$ cat config.mk
export PLATFORM = sky130hd
export DESIGN_NAME = iso8601_to_epoch_ms
export DESIGN_NICKNAME = d
export VERILOG_FILES = /design/src/rtl/isoep_pkg.sv /design/src/rtl/isoep_parse.sv /design/src/rtl/isoep_days.sv /design/src/rtl/iso8601_to_epoch_ms.sv
export SDC_FILE = /design/constraint.sdc
export NUM_CORES = 2
export LEC_CHECK = 0
export ABC_CLOCK_PERIOD_IN_PS = 8800
export BUFFER_PORTS_ARGS = -buffer_cell sky130_fd_sc_hd__buf_4
export CORE_AREA = 4 4 269 271
export CTS_CLUSTER_DIAMETER = 200
export DETAILED_ROUTE_END_ITERATION = 10
export DIE_AREA = 0 0 273 275
export PLACE_DENSITY = 0.93
export SYNTH_ARGS = -nofsm -noshare
export SYNTH_HDL_FRONTEND = slang
export SYNTH_SLANG_ARGS = --single-unit
$ cat constraint.sdc
create_clock -name clk_i -period 8.8 [get_ports clk_i]
set_clock_uncertainty 0.15 [all_clocks]
set_input_delay 0.44 -clock clk_i [delete_from_list [all_inputs] [get_ports clk_i]]
set_output_delay 0.44 -clock clk_i [all_outputs]
set_load 0.02 [all_outputs]
$ cat src/rtl/isoep_pkg.sv
`timescale 1ns / 1ps
// ----------------------------------------------------------------------------
// isoep_pkg
// Shared types and constants of the timestamp text to epoch time converter.
// ----------------------------------------------------------------------------
package isoep_pkg;

  localparam int unsigned CHAR_W   = 8;
  localparam int unsigned POS_W    = 5;
  localparam int unsigned YEAR_W   = 14;
  localparam int unsigned FIELD_W  = 7;
  localparam int unsigned EPOCH_W  = 49;
  localparam int unsigned DAYS_W   = 26;
  localparam int unsigned TODMS_W  = 29;

  // Character places of the separators, which also bound the digit fields.
  localparam logic [POS_W-1:0] POS_DASH0  = 5'd4;
  localparam logic [POS_W-1:0] POS_DASH1  = 5'd7;
  localparam logic [POS_W-1:0] POS_T      = 5'd10;
  localparam logic [POS_W-1:0] POS_COLON0 = 5'd13;
  localparam logic [POS_W-1:0] POS_COLON1 = 5'd16;
  localparam logic [POS_W-1:0] POS_Z      = 5'd19;
  localparam logic [POS_W-1:0] POS_LIMIT  = 5'd20;
  localparam logic [POS_W-1:0] POS_MAX    = 5'd31;

  localparam logic [CHAR_W-1:0] CHAR_NONE  = 8'h00;
  localparam logic [CHAR_W-1:0] CHAR_DASH  = 8'h2D;
  localparam logic [CHAR_W-1:0] CHAR_T     = 8'h54;
  localparam logic [CHAR_W-1:0] CHAR_COLON = 8'h3A;
  localparam logic [CHAR_W-1:0] CHAR_Z     = 8'h5A;
  localparam logic [CHAR_W-1:0] CHAR_ZERO  = 8'h30;
  localparam logic [CHAR_W-1:0] CHAR_NINE  = 8'h39;

  // Calendar arithmetic constants.
  localparam int unsigned YEAR_BIAS     = 400;
  localparam int unsigned ERA_RECIP     = 41944;
  localparam int unsigned ERA_SHIFT     = 24;
  localparam int unsigned DIV5_RECIP    = 52429;
  localparam int unsigned DIV5_SHIFT    = 18;
  localparam int unsigned DIV100_RECIP  = 41;
  localparam int unsigned DIV100_SHIFT  = 12;
  localparam int unsigned DAYS_PER_ERA  = 146097;
  localparam int unsigned DAY_OFFSET    = 719468 + 146097;
  localparam int unsigned MS_PER_DAY    = 86400000;

  typedef struct packed {
    logic               ok;
    logic [YEAR_W-1:0]  year;
    logic [FIELD_W-1:0] month;
    logic [FIELD_W-1:0] day;
    logic [FIELD_W-1:0] hour;
    logic [FIELD_W-1:0] minute;
    logic [FIELD_W-1:0] second;
  } isoep_fields_t;

  typedef struct packed {
    logic                     ok;
    logic signed [DAYS_W-1:0] days;
    logic [TODMS_W-1:0]       tod_ms;
  } isoep_days_t;

endpackage

$ cat src/rtl/isoep_parse.sv
`timescale 1ns / 1ps
// ----------------------------------------------------------------------------
// isoep_parse
// Per-character parser: checks separators, digits and length, accumulates the
// decimal fields and hands the finished fields on when the last item arrives.
// ----------------------------------------------------------------------------
module isoep_parse import isoep_pkg::*; (
  input  logic              clk_i,
  input  logic              rst_ni,
  input  logic              in_valid_i,
  output logic              in_ready_o,
  input  logic [CHAR_W-1:0] char_code_i,
  input  logic              last_i,
  output logic              fld_valid_o,
  input  logic              fld_ready_i,
  output isoep_fields_t     fld_o
);

  logic [POS_W-1:0]   pos_q, pos_d;
  logic               err_q, err_d;
  logic [YEAR_W-1:0]  year_q, year_d;
  logic [FIELD_W-1:0] month_q, month_d, day_q, day_d;
  logic [FIELD_W-1:0] hour_q, hour_d, minute_q, minute_d, second_q, second_d;
  logic               fld_v_q, fld_v_d;
  isoep_fields_t      fld_q, fld_d;
  logic [CHAR_W-1:0]  sep;
  logic               is_digit;
  logic [3:0]         dig;
  logic               accept;
  logic               launch;

  function automatic logic [YEAR_W-1:0] acc14(input logic [YEAR_W-1:0] a,
                                              input logic [3:0] d);
    return {a[YEAR_W-4:0], 3'b000} + {a[YEAR_W-2:0], 1'b0} + {{(YEAR_W-4){1'b0}}, d};
  endfunction

  function automatic logic [FIELD_W-1:0] acc7(input logic [FIELD_W-1:0] a,
                                              input logic [3:0] d);
    return {a[FIELD_W-4:0], 3'b000} + {a[FIELD_W-2:0], 1'b0} + {{(FIELD_W-4){1'b0}}, d};
  endfunction

  assign in_ready_o  = !fld_v_q || fld_ready_i;
  assign accept      = in_valid_i && in_ready_o;
  assign launch      = accept && last_i;
  assign fld_valid_o = fld_v_q;
  assign fld_o       = fld_q;

  always_comb begin
    case (pos_q)
      POS_DASH0, POS_DASH1:   sep = CHAR_DASH;
      POS_T:                  sep = CHAR_T;
      POS_COLON0, POS_COLON1: sep = CHAR_COLON;
      POS_Z:                  sep = CHAR_Z;
      default:                sep = CHAR_NONE;
    endcase
  end

  assign is_digit = char_code_i inside {[CHAR_ZERO:CHAR_NINE]};
  assign dig      = char_code_i[3:0];

  always_comb begin
    err_d    = err_q;
    year_d   = year_q;
    month_d  = month_q;
    day_d    = day_q;
    hour_d   = hour_q;
    minute_d = minute_q;
    second_d = second_q;
    if (pos_q >= POS_LIMIT) begin
      err_d = 1'b1;
    end else if (sep != CHAR_NONE) begin
      if (char_code_i != sep) begin
        err_d = 1'b1;
      end
    end else if (!is_digit) begin
      err_d = 1'b1;
    end else if (pos_q < POS_DASH0) begin
      year_d = acc14(year_q, dig);
    end else if (pos_q < POS_DASH1) begin
      month_d = acc7(month_q, dig);
    end else if (pos_q < POS_T) begin
      day_d = acc7(day_q, dig);
    end else if (pos_q < POS_COLON0) begin
      hour_d = acc7(hour_q, dig);
    end else if (pos_q < POS_COLON1) begin
      minute_d = acc7(minute_q, dig);
    end else begin
      second_d = acc7(second_q, dig);
    end
    pos_d = (pos_q == POS_MAX) ? pos_q : pos_q + 5'd1;

    fld_d.ok     = !err_d && (pos_q == POS_Z);
    fld_d.year   = year_d;
    fld_d.month  = month_d;
    fld_d.day    = day_d;
    fld_d.hour   = hour_d;
    fld_d.minute = minute_d;
    fld_d.second = second_d;

    if (launch) begin
      fld_v_d = 1'b1;
    end else if (fld_ready_i) begin
      fld_v_d = 1'b0;
    end else begin
      fld_v_d = fld_v_q;
    end
  end

  always_ff @(posedge clk_i or negedge rst_ni) begin
    if (!rst_ni) begin
      pos_q    <= '0;
      err_q    <= 1'b0;
      year_q   <= '0;
      month_q  <= '0;
      day_q    <= '0;
      hour_q   <= '0;
      minute_q <= '0;
      second_q <= '0;
      fld_v_q  <= 1'b0;
    end else begin
      fld_v_q <= fld_v_d;
      if (accept) begin
        if (last_i) begin
          pos_q    <= '0;
          err_q    <= 1'b0;
          year_q   <= '0;
          month_q  <= '0;
          day_q    <= '0;
          hour_q   <= '0;
          minute_q <= '0;
          second_q <= '0;
        end else begin
          pos_q    <= pos_d;
          err_q    <= err_d;
          year_q   <= year_d;
          month_q  <= month_d;
          day_q    <= day_d;
          hour_q   <= hour_d;
          minute_q <= minute_d;
          second_q <= second_d;
        end
      end
    end
  end

  always_ff @(posedge clk_i) begin
    if (launch) begin
      fld_q <= fld_d;
    end
  end

endmodule

$ cat src/rtl/isoep_days.sv
`timescale 1ns / 1ps
// ----------------------------------------------------------------------------
// isoep_days
// Four-stage pipeline that turns the parsed fields into the day count since
// 1970-01-01 (civil-to-days rule, eras of 400 years) and the time of day in ms.
// ----------------------------------------------------------------------------
module isoep_days import isoep_pkg::*; (
  input  logic          clk_i,
  input  logic          rst_ni,
  input  logic          fld_valid_i,
  output logic          fld_ready_o,
  input  isoep_fields_t fld_i,
  output logic          days_valid_o,
  input  logic          days_ready_i,
  output isoep_days_t   days_o
);

  logic en_a, en_b, en_c, en_d;
  logic v_a_q, v_b_q, v_c_q, v_d_q;

  // Stage A: shifted year, era estimate, month product term, time of day.
  logic               low_month;
  logic [14:0]        yy_a;
  logic [30:0]        era_prod;
  logic [FIELD_W-1:0] mp_a;
  logic [14:0]        qnum_a;
  logic [18:0]        tod_a;
  logic               ok_a_q;
  logic [14:0]        yy_a_q;
  logic [5:0]         era_a_q;
  logic [14:0]        qnum_a_q;
  logic [FIELD_W-1:0] day_a_q;
  logic [18:0]        tod_a_q;

  // Stage B: year of era, day of year, time of day in ms.
  logic [14:0]        yoe_full;
  logic [30:0]        q5_prod;
  logic [12:0]        doy5;
  logic signed [13:0] doy_b;
  logic [TODMS_W-1:0] todms_b;
  logic               ok_b_q;
  logic [5:0]         era_b_q;
  logic [8:0]         yoe_b_q;
  logic signed [13:0] doy_b_q;
  logic [TODMS_W-1:0] todms_b_q;

  // Stage C: day of era and era offset.
  logic [17:0]        y365;
  logic [14:0]        y41;
  logic signed [19:0] doe_c;
  logic [23:0]        era_term_c;
  logic               ok_c_q;
  logic signed [19:0] doe_c_q;
  logic [23:0]        era_term_c_q;
  logic [TODMS_W-1:0] todms_c_q;

  // Stage D: day count.
  logic signed [DAYS_W-1:0] days_d;
  isoep_days_t              out_q;

  assign en_d        = !v_d_q || days_ready_i;
  assign en_c        = !v_c_q || en_d;
  assign en_b        = !v_b_q || en_c;
  assign en_a        = !v_a_q || en_b;
  assign fld_ready_o = en_a;

  always_comb begin
    low_month = (fld_i.month <= 7'd2);
    yy_a      = {1'b0, fld_i.year} + 15'(YEAR_BIAS) - {14'b0, low_month};
    era_prod  = 31'(yy_a) * 31'(ERA_RECIP);
    mp_a      = low_month ? fld_i.month + 7'd9 : fld_i.month - 7'd3;
    qnum_a    = 15'(mp_a) * 15'd153 + 15'd2;
    tod_a     = 19'(fld_i.hour) * 19'd3600 + 19'(fld_i.minute) * 19'd60
              + 19'(fld_i.second);
  end

  always_comb begin
    yoe_full = yy_a_q - 15'(era_a_q) * 15'(YEAR_BIAS);
    q5_prod  = 31'(qnum_a_q) * 31'(DIV5_RECIP);
    doy5     = q5_prod[DIV5_SHIFT+12:DIV5_SHIFT];
    doy_b    = $signed({1'b0, doy5}) + $signed({7'b0, day_a_q}) - 14'sd1;
    todms_b  = 29'(tod_a_q) * 29'd1000;
  end

  always_comb begin
    y365       = 18'(yoe_b_q) * 18'd365;
    y41        = 15'(yoe_b_q) * 15'(DIV100_RECIP);
    doe_c      = $signed(20'(y365)) + $signed(20'(yoe_b_q[8:2]))
               - $signed(20'(y41[DIV100_SHIFT+2:DIV100_SHIFT])) + 20'(doy_b_q);
    era_term_c = 24'(era_b_q) * 24'(DAYS_PER_ERA);
  end

  assign days_d = $signed(26'(era_term_c_q)) + 26'(doe_c_q) - 26'(DAY_OFFSET);

  always_ff @(posedge clk_i or negedge rst_ni) begin
    if (!rst_ni) begin
      v_a_q <= 1'b0;
      v_b_q <= 1'b0;
      v_c_q <= 1'b0;
      v_d_q <= 1'b0;
    end else begin
      if (en_a) begin
        v_a_q <= fld_valid_i;
      end
      if (en_b) begin
        v_b_q <= v_a_q;
      end
      if (en_c) begin
        v_c_q <= v_b_q;
      end
      if (en_d) begin
        v_d_q <= v_c_q;
      end
    end
  end

  always_ff @(posedge clk_i) begin
    if (en_a) begin
      ok_a_q   <= fld_i.ok;
      yy_a_q   <= yy_a;
      era_a_q  <= era_prod[ERA_SHIFT+5:ERA_SHIFT];
      qnum_a_q <= qnum_a;
      day_a_q  <= fld_i.day;
      tod_a_q  <= tod_a;
    end
    if (en_b) begin
      ok_b_q    <= ok_a_q;
      era_b_q   <= era_a_q;
      yoe_b_q   <= yoe_full[8:0];
      doy_b_q   <= doy_b;
      todms_b_q <= todms_b;
    end
    if (en_c) begin
      ok_c_q       <= ok_b_q;
      doe_c_q      <= doe_c;
      era_term_c_q <= era_term_c;
      todms_c_q    <= todms_b_q;
    end
    if (en_d) begin
      out_q.ok     <= ok_c_q;
      out_q.days   <= days_d;
      out_q.tod_ms <= todms_c_q;
    end
  end

  assign days_valid_o = v_d_q;
  assign days_o       = out_q;

endmodule

$ cat src/rtl/iso8601_to_epoch_ms.sv
`timescale 1ns / 1ps
// ----------------------------------------------------------------------------
// iso8601_to_epoch_ms
// Converts a UTC timestamp text "YYYY-MM-DDTHH:MM:SSZ" into epoch milliseconds.
// ----------------------------------------------------------------------------
// Input channel: one ASCII character per item on char_code_i, with last_i high
// on the final character. Output channel: one result per text, valid_res_o
// tells whether length, separators and digits were correct, and epoch_ms_o
// holds the signed millisecond count (zero for an invalid text).
// Throughput is one character per cycle; the parser accepts a new character
// in every cycle while the result pipeline has room.
// The result passes through the field register, four calendar stages and the
// output register, which holds the final multiply by the day length.
// Reset clears the character position, error flag, accumulators and all valid
// flags; the block starts a fresh text at once.
// When the receiver stalls, the result holds in the output register and the
// pipeline stages behind it keep filling; input items stop being accepted only
// once every stage holds a pending result.
module iso8601_to_epoch_ms import isoep_pkg::*; (
  input  logic                      clk_i,
  input  logic                      rst_ni,
  input  logic                      in_valid_i,
  output logic                      in_ready_o,
  input  logic [CHAR_W-1:0]         char_code_i,
  input  logic                      last_i,
  output logic                      out_valid_o,
  input  logic                      out_ready_i,
  output logic                      valid_res_o,
  output logic signed [EPOCH_W-1:0] epoch_ms_o
);

  localparam logic signed [27:0] DAY_MS = 28'(MS_PER_DAY);

  logic                      fld_valid, fld_ready;
  isoep_fields_t             fld;
  logic                      days_valid, days_ready;
  isoep_days_t               days;
  logic signed [53:0]        ms_full;
  logic                      out_v_q;
  logic                      valid_res_q;
  logic signed [EPOCH_W-1:0] epoch_q, epoch_d;

  isoep_parse u_parse (
    .clk_i       (clk_i),
    .rst_ni      (rst_ni),
    .in_valid_i  (in_valid_i),
    .in_ready_o  (in_ready_o),
    .char_code_i (char_code_i),
    .last_i      (last_i),
    .fld_valid_o (fld_valid),
    .fld_ready_i (fld_ready),
    .fld_o       (fld)
  );

  isoep_days u_days (
    .clk_i        (clk_i),
    .rst_ni       (rst_ni),
    .fld_valid_i  (fld_valid),
    .fld_ready_o  (fld_ready),
    .fld_i        (fld),
    .days_valid_o (days_valid),
    .days_ready_i (days_ready),
    .days_o       (days)
  );

  assign days_ready = !out_v_q || out_ready_i;

  always_comb begin
    ms_full = 54'(days.days) * 54'(DAY_MS) + $signed(54'(days.tod_ms));
    epoch_d = days.ok ? ms_full[EPOCH_W-1:0] : '0;
  end

  always_ff @(posedge clk_i or negedge rst_ni) begin
    if (!rst_ni) begin
      out_v_q <= 1'b0;
    end else if (days_ready) begin
      out_v_q <= days_valid;
    end
  end

  always_ff @(posedge clk_i) begin
    if (days_ready) begin
      valid_res_q <= days.ok;
      epoch_q     <= epoch_d;
    end
  end

  assign out_valid_o = out_v_q;
  assign valid_res_o = valid_res_q;
  assign epoch_ms_o  = epoch_q;

endmodule

==> key figures <==
Final layout
  • # diodes: 0
  • Share of layout cells above drive strength 1: 5.475%
  • Final instance area: 48860 um2
  • Most frequent cells in the layout: inv_1 (1024), ha_1 (863), fa_1 (449), edfxtp_1 (334), xnor2_1 (198)
  • Final core occ: between 70% and 80%
  • Layout Nets: 5748
  • Area growth, synth to finish: 7.018%
  • Most common cell after layout, fill and taps aside: inv_1

STA
  • Setup Total Neg Slack: 0 ps
  • Final Hold Viols: 0
  • Fin. max-slew vios: 0
  • Worst slew pin tran: 1102 ps
  • FMAX: 115.5 MHz
  • Slew HR: 26.54%
  • Tmin final: just under 9000 ps
  • Final setup fails: 0
  • Tcrit/Tclk final: 98.39%

Global route
  • Gr usage total: 27.59%
  • Initial antenna violation count: 1
  • Largest net degree at the start of global routing: 74
  • Vias in the first global route: 34.48k
  • First-pass GRT wire length: 169300 um
  • Congestion Overflow GR: 0

Routing
  • Initial DRC Count: between 2k and 2.5k
  • Routed via count: 32.05k
  • DR pass1 iterations: 5
  • Routed Wire Length: 102200 um
  • Antenna viol nets, final: 0
  • Number of remaining DRC errors: 0
  • DR vias/cell: approximately 5.9
  • WL/cell: 18.93 um

Floorplanning
  • Starting density of the core: 65.43%
  • Number of top-level design ports: 65
  • Core area: 69790 um2
  • FP Rows: between 90 and 100
  • Die W: 273 um
  • Die Y: between 200 and 300 um
  • Die ar.: 75080 um2

Job
  • MaxCap Viol Count: 0

Worst setup path
  • Critical Path RT: about 9000 ps
  • Worst Path Arrival: 8850 ps
  • CP max stage delay: 600 ps
  • Slowest cell on crit path: or4_1
  • Worst Setup End Kind: flop
  • Crit-path max FO: 6
  • Crit Path Class: flop to flop
  • Crit start category: flop

Synth
  • FF+latch count, synth: 395
  • Mapped cell area: roughly 46000 um2
  • Post-synth EDFFs: 334
  • Ys flop type: edfxtp_1
  • Register area share after synthesis: between 20% and 30%
  • Unique masters post-synth: 92
  • Mapped Cells: 4334
  • Post-synth top area share: 23.65%
  • Post-synth top area cell: ha_1
  • Syn. warnings: 0
  • Fraction of registers with async set/reset: 15.44%
  • Mean Syn Cell Area: 10.53 um2
  • Cells taking the most area after synthesis: ha_1 (24%), edfxtp_1 (22%), fa_1 (20%)

CTS
  • Root buffer cell: clkbuf_16
  • CTS buffer count: 46
  • Clock sinks: 395
  • Worst-path clk slew: 60 ps
  • CTS tree: done
  • Clock Latency Late Sink: 600 ps
  • Clock buffer depth: 3
  • H-tree depth: 2

Placement
  • PortBufs: 61
  • Placer congestion estimate: 0.8863
  • Dpl hpwl: slightly below 80000 um
  • Placed instance area: roughly 47000 um2

Min path
  • Hold crit path type: input port to flop

Status
  • Status: finished clean
==> Yosys cell counts (12+ instances only) <==
cell type	count
o21bai_1	23
a31oi_1	12
or2_2	12
xor2_1	76
nor3_1	61
nor2_1	125
dfrtp_1	61
nand2b_1	34
clkbuf_1	24
a211oi_1	15
a21oi_1	186
inv_1	1027
buf_2	12
nand2_1	141
ha_1	863
edfxtp_1	334
a21o_1	78
or3_1	22
o21ai_0	94
a21boi_0	13
mux2_2	29
nand4_1	15
and3_1	30
nand3_1	49
o21a_1	29
nor2b_1	40
and2_1	51
a22o_1	47
o211ai_1	15
xnor2_1	199
fa_1	449
==> flip-flops by register name, indices dropped and copies added, names as in the netlist, 15 cells and up <==
| signal | cells |
|---|---|
| u_days.days_o | 53 |
| u_days.tod_a_q | 19 |
| u_days.todms_b_q | 26 |
| u_parse.fld_o | 50 |
| u_days.todms_c_q | 26 |
| u_days.era_term_c_q | 24 |
| epoch_ms_o | 46 |
| u_days.qnum_a_q | 15 |
| u_days.doe_c_q | 20 |
==> area by class of cell <==
cell class              instances  area [um2]
flip-flops and latches        395       11560
fillers                      4290       20920
inverters                    1027        3855
multi-input cells            2872       30130
repair buffers                 81       618.1
clock inverters                27       325.3
clock buffers                  55        1205
well taps                     940        1176
==> stage by stage <==
step / instances / worst slack (ps) / hold WS [ps]
final: 5397 / 141.5 / 90.14
after floorplan: 4336 / 671.7 / -5.591
after global placement: 5310 / 401.4 / 250.7
after detailed placement: 5310 / 294.8 / 254.5
after CTS: 5396 / 34.91 / 72.37
after global routing: 5397 / -40.19 / 110.3
==> per-layer routing <==
metal | vias to the layer above | part of all wire (%) | track usage (%)
li1 | 14580 | - | -
met5 | - | 0.018 | 0
met1 | 15675 | 37 | 32.12
met3 | 405 | 6.3 | 4.212
met4 | 2 | 4.8 | 11.98
met2 | 1383 | 52 | 50.66
==> worst max-delay path: cells and delay by family, from the launching register on <==
| kind | cells | cell delay, ps |
|---|---|---|
| fa+ha+maj | 9 | 3380 |
| compound gates | 13 | 2520 |
| simple gates | 6 | 1360 |
| flops | 1 | 400 |
| buf+inv | 4 | 340 |
| xor+xnor | 2 | 240 |
==> final timing paths <==
check,start,endpoint,slack [ps],cells past startpoint
max,u_parse.fld_o[30],u_days.era_a_q[4],140,34
min,char_code_i[7],u_parse.err_q,90,3
max reg2reg,u_parse.fld_o[30],u_days.era_a_q[4],140,34
min reg2reg,u_days.todms_c_q[25],u_days.days_o[25],260,0
max in group asynchronous,rst_ni,u_parse.year_q[12],7590,2
min in group asynchronous,rst_ni,u_parse.month_q[3],320,2
==> timing repair <==
item,4_1_cts,5_1_grt
hold buffers,4,0
endpoints found under the hold margin,65,0
gates resized for setup,1,10
setup endpoints to repair,1,5
setup buffers,0,1
pin swaps,0,1
==> kinds of logic (layout without fill, tap and decap cells) <==
family,after synthesis,after routing,synth area share [%]
buffers and inverters,1069,1190,8.887
DFF,395,395,25.31
and+or+nand+nor,624,624,7.109
adders and majority gates,1312,1312,43.34
other,1,3,0.008213
muxes,36,36,0.8687
AOI/OAI and AO/OA,622,622,9.205
xor gates and xnor gates,275,275,5.275
Power is not shown: default switching activity piles up to over one toggle a cycle in this logic, so the estimate is an artifact.
